[src/design/spd_pkg.sv]
// Shared types, register and operation codes for the stereo ping-pong delay.
package spd_pkg;

  localparam int SAMPLE_W   = 24;
  localparam int CFG_IDX_W  = 3;
  localparam int CFG_DATA_W = 32;
  localparam int DELAY_W    = 25;
  localparam int FB_W       = 16;
  localparam int MIX_W      = 17;
  localparam int OP_W       = 3;

  localparam logic [FB_W-1:0]  FB_MAX  = 16'd64880;
  localparam logic [MIX_W-1:0] Q16_ONE = 17'd65536;

  // configuration register indexes
  localparam logic [CFG_IDX_W-1:0] REG_DELAY    = 3'd0;
  localparam logic [CFG_IDX_W-1:0] REG_FEEDBACK = 3'd1;
  localparam logic [CFG_IDX_W-1:0] REG_WET      = 3'd2;
  localparam logic [CFG_IDX_W-1:0] REG_STEREO   = 3'd3;

  // multiply-accumulate operations, issued in this order
  localparam logic [OP_W-1:0] OP_TAPL = 3'd0;
  localparam logic [OP_W-1:0] OP_TAPR = 3'd1;
  localparam logic [OP_W-1:0] OP_FBL  = 3'd2;
  localparam logic [OP_W-1:0] OP_FBR  = 3'd3;
  localparam logic [OP_W-1:0] OP_OUTL = 3'd4;
  localparam logic [OP_W-1:0] OP_OUTR = 3'd5;
  localparam logic [OP_W-1:0] OP_WRL  = 3'd6;
  localparam logic [OP_W-1:0] OP_WRR  = 3'd7;
  localparam logic [OP_W-1:0] OP_FIRST = OP_TAPL;
  localparam logic [OP_W-1:0] OP_LAST  = OP_WRR;

  typedef struct packed {
    logic signed [SAMPLE_W-1:0] in_left;
    logic signed [SAMPLE_W-1:0] in_right;
  } spd_in_t;

  typedef struct packed {
    logic signed [SAMPLE_W-1:0] out_left;
    logic signed [SAMPLE_W-1:0] out_right;
  } spd_out_t;

  typedef struct packed {
    logic            load_in;
    logic            rd_en;
    logic            rd_i1;
    logic            cap_a;
    logic            cap_b;
    logic            mul_en;
    logic [OP_W-1:0] mul_op;
    logic            line_wr;
    logic            out_load;
  } spd_cmd_t;

endpackage

[src/design/spd_ctrl.sv]
// Controller: handshakes and the per-item sequence of reads, products and writes.
module spd_ctrl (
  input  logic              clk_i,
  input  logic              rst_ni,
  input  logic              in_valid_i,
  output logic              in_stall_o,
  output logic              out_valid_o,
  input  logic              out_stall_i,
  output spd_pkg::spd_cmd_t cmd_o
);

  localparam logic [2:0] S_IDLE  = 3'd0;
  localparam logic [2:0] S_RD1   = 3'd1;
  localparam logic [2:0] S_RD2   = 3'd2;
  localparam logic [2:0] S_MAC   = 3'd3;
  localparam logic [2:0] S_DRAIN = 3'd4;
  localparam logic [2:0] S_WR    = 3'd5;
  localparam logic [2:0] S_WAIT  = 3'd6;

  logic [2:0]               state_q, state_d;
  logic [spd_pkg::OP_W-1:0] step_q, step_d;
  logic                     out_valid_q, out_valid_d;
  logic                     out_free;

  assign out_free   = !out_valid_q || !out_stall_i;
  assign in_stall_o = (state_q != S_IDLE);

  always_comb begin
    state_d = state_q;
    step_d  = step_q;
    cmd_o   = '0;
    unique case (state_q)
      S_IDLE: begin
        if (in_valid_i) begin
          cmd_o.load_in = 1'b1;
          cmd_o.rd_en   = 1'b1;
          state_d       = S_RD1;
        end
      end
      S_RD1: begin
        cmd_o.rd_en = 1'b1;
        cmd_o.rd_i1 = 1'b1;
        cmd_o.cap_a = 1'b1;
        state_d     = S_RD2;
      end
      S_RD2: begin
        cmd_o.cap_b = 1'b1;
        step_d      = spd_pkg::OP_FIRST;
        state_d     = S_MAC;
      end
      S_MAC: begin
        cmd_o.mul_en = 1'b1;
        cmd_o.mul_op = step_q;
        if (step_q == spd_pkg::OP_LAST) begin
          state_d = S_DRAIN;
        end else begin
          step_d = step_q + {{(spd_pkg::OP_W-1){1'b0}}, 1'b1};
        end
      end
      S_DRAIN: begin
        state_d = S_WR;
      end
      S_WR: begin
        cmd_o.line_wr = 1'b1;
        if (out_free) begin
          cmd_o.out_load = 1'b1;
          state_d        = S_IDLE;
        end else begin
          state_d = S_WAIT;
        end
      end
      S_WAIT: begin
        if (out_free) begin
          cmd_o.out_load = 1'b1;
          state_d        = S_IDLE;
        end
      end
      default: begin
        state_d = S_IDLE;
      end
    endcase
  end

  always_comb begin
    out_valid_d = out_valid_q;
    if (cmd_o.out_load) begin
      out_valid_d = 1'b1;
    end else if (!out_stall_i) begin
      out_valid_d = 1'b0;
    end
  end

  always_ff @(posedge clk_i or negedge rst_ni) begin
    if (!rst_ni) begin
      state_q     <= S_IDLE;
      step_q      <= spd_pkg::OP_FIRST;
      out_valid_q <= 1'b0;
    end else begin
      state_q     <= state_d;
      step_q      <= step_d;
      out_valid_q <= out_valid_d;
    end
  end

  assign out_valid_o = out_valid_q;

endmodule
[config.mk]
export PLATFORM = sky130hd
export DESIGN_NAME = spd_ctrl
export DESIGN_NICKNAME = d
export VERILOG_FILES = /design/src/design/spd_pkg.sv /design/src/design/spd_ctrl.sv
export SDC_FILE = /design/constraint.sdc
export NUM_CORES = 1
export LEC_CHECK = 0
export BUFFER_PORTS_ARGS = -buffer_cell sky130_fd_sc_hd__buf_2
export CAP_MARGIN = 15
export CORE_AREA = 2 2 39 41
export CTS_CLUSTER_SIZE = 25
export DETAILED_ROUTE_END_ITERATION = 10
export DIE_AREA = 0 0 41 43
export GPL_TIMING_DRIVEN = 1
export PLACE_DENSITY_LB_ADDON = 0.1
export SLEW_MARGIN = 5
export SYNTH_ARGS = -nofsm -noshare
export SYNTH_HDL_FRONTEND = slang
export SYNTH_SLANG_ARGS = --single-unit
[constraint.sdc]
create_clock -name clk_i -period 1.5 [get_ports clk_i]
set_input_delay 0.15 -clock clk_i [delete_from_list [all_inputs] [get_ports clk_i]]
set_output_delay 0.15 -clock clk_i [all_outputs]
set_load 0.02 [all_outputs]
==> metrics.txt <==
Seq cells post-synth 7; highest-count cells in the layout ignoring fill and taps buf_2 (14), o21ai_0 (7), nand2_1 (6), buf_4 (6), dfrtp_1 (5); static leakage ~0.32 nW; Synth Area in Simple Gates between 20 and 30%; Pwr Total around 1.3 mW; Iter 0 DRT Violations 1; remaining antenna violation count 0; clk slew on worst S/H paths 0.05 ns; Core ar. 1384 sq um; Max Slew Vio Count 0; clock power share a little over an eighth; number of synthesis warnings 0; sw power 0.5691 mW; main combinational cell family by area after synthesis simple AND/OR/NAND/NOR gates; Synth Area in Compound Gates 15.32%; Initial DRT Pass Iterations 2; Worst Setup Start Kind flip-flop; Max Clock Skew about 0.003 ns; mux share of post-synthesis cell area 0%; Routed wire per std cell 10.68 um; # IOs 17; Die Height 43 um; cts bufs inserted 3; row count 14; WS Path Type flip-flop to output port; Max clock buf depth 2; Via Count 428; clock tree root driver cell clkbuf_4; Port Buffers 16; CP max FO 7; Logic pwr share 59.1%; Hold WS 0.1662 ns; first-pass GRT wire length 1.552 mm; commonest non-fill, non-tap cell in the layout buf_2; total grt overflow 0; drt drc 0; initial antenna violation count 0; Max Clk Rate 691.7 MHz; RSZ-0062 raised after global routing yes; Die X 41 um; largest net degree at the start of global routing 11; full die area 1763 sq um; Area contributors post-synth dfrtp_1 (36%), o21ai_0 (7.3%), ha_1 (5.2%); number of vias per cell 4.703; crit path DAT 1.30 ns; Syn Inst Count 55; area growth from synthesis to final layout 32.21%; Worst EP required ~1.4 ns; Int Pwr 0.6865 mW; DP HPWL 744.6 um; switching fraction of total power 45.33%; worst vdd ir about 1100 uV; Post-Syn Nets 61; Clock Latency Late Sink 0.25 ns; crit path time final 1.446 ns; status completed; H-tree levels 1; slew at the pin with the worst max-slew slack 0.2200 ns; Initial Utilization 34.81%; gpl congestion 0.6913; TritonCTS clock tree built; n_diodes 0; Syn Area/Cell a little under 9 sq um; drt total wl 972 um; Final period util 96.38%; CP endpoint kind output port; Clock Sinks 7; sequential element share of the synthesized area a little over a third; area share of the largest cell type after synthesis 36.36%; Hold Path Class input port to flip-flop; Syn Std Cell Area 481.7 sq um; Total GRT Usage between 10% and 20%; Slew headroom a little under nine tenths; adder-cell share of the synthesized area between 7 and 8%; vias in the first global route 376; max cap viols 0; Cell variety after synth 25; Pwr per Cell Area a little under 2000 nW/um^2; share of power burned in registers 27.4%; area leader, netlist dfrtp_1; share of cells above drive strength 1 42.67%; Post-Synth XOR/XNOR Area 1.818%; Fin. Hold Viols 0; Nets 82; final setup fails 0
-- final timing paths --
kind	from	end	slack [ns]	depth (start not counted)
min	out_stall_i	out_valid_o$_DFFE_PN0P_	0.17	3
min reg2reg	out_valid_o$_DFFE_PN0P_	out_valid_o$_DFFE_PN0P_	0.55	2
max reg2reg	step_q[0]$_DFFE_PN0P_	state_q[1]$_DFFE_PN0P_	0.13	4
max	state_q[2]$_DFFE_PN0P_	cmd_o[10]	0.05	3
min in group asynchronous	rst_ni	out_valid_o$_DFFE_PN0P_	0.26	2
max in group asynchronous	rst_ni	state_q[0]$_DFFE_PN0P_	1.06	2
-- sequential cells by signal (all words and copies together) (netlist names) --
name,count
state_q,3
out_valid_o,1
step_q,3
-- through the flow --
step                setup WS, ns   TNS, ns  area [sq um]  utilization [%]  cells
floorplan                 0.1614         0         486.7                -     55
global placement          0.1530         0         554.3            40.05     83
detailed placement        0.1381         0         554.3            40.05     83
CTS                      0.01583         0         614.3            44.39     91
global route            -0.02148  -0.04124         636.9            46.02     91
finish                   0.05433         0         636.9            46.02     91
-- cell type report --
type	instances	area, sq um
Fill cell	151	747.0
Multi-Input combinational cell	40	269.0
Sequential cell	7	177.7
Timing Repair Buffer	22	136.4
Clock buffer	4	26.28
Tap cell	16	20.02
Inverter	2	7.507
-- logic make-up after synthesis --
family,after synthesis
AOI/OAI and AO/OA,12
xor gates and xnor gates,1
DFF,7
adders and majority gates,3
buffers and inverters,8
and+or+nand+nor,24
-- power by group through the flow --
stage          Clock, mW  Combinational [mW]  Sequential (mW)
2_1_floorplan          0               0.574            0.306
3_3_place_gp           0               0.700            0.349
3_5_place_dp           0               0.695            0.350
4_1_cts            0.183               0.725            0.343
5_1_grt            0.193               0.831            0.357
6_report           0.170               0.742            0.344
-- synth_stat cells --
cell and n:
maj3_1 1, nand2b_1 3, ha_1 2, clkbuf_2 1, nor3_1 1, a211oi_1 1
buf_6 2, a221oi_1 1, xor2_1 1, or3_4 1, buf_2 1, nor2b_2 1
o21ba_2 1, a21o_1 1, nor2_2 1, o21ai_0 7, dfrtp_1 7, nor3b_1 2
and2_1 2, buf_4 2, and3_1 3, nor2_1 4, nand2_1 6, a21oi_1 1
inv_1 2
-- timing repair --
item / 4_1_cts / 5_1_grt
buffers inserted: 3 / 0
endpoints found under the hold margin: 7 / 0
endpoints found under the setup margin: 2 / 6
gates resized for setup: 1 / 6
hold buffers: 1 / 0
pin swaps: 0 / 2
-- routing by layer --
layer	vias to the layer above	GRT usage, %	share of wire, %
met2	9	21.25	54
met4	0	6.000	1.2
met5	-	0	0
met3	2	7.853	4.9
li1	222	-	-
met1	195	14.47	40
-- worst max-delay path, stage by stage (launching register included) --
cell and delay, ns:
dfrtp_2 0.45, or3_4 0.39, nor2_4 0.09, buf_6 0.12
Power figures use the tool's default switching activity.
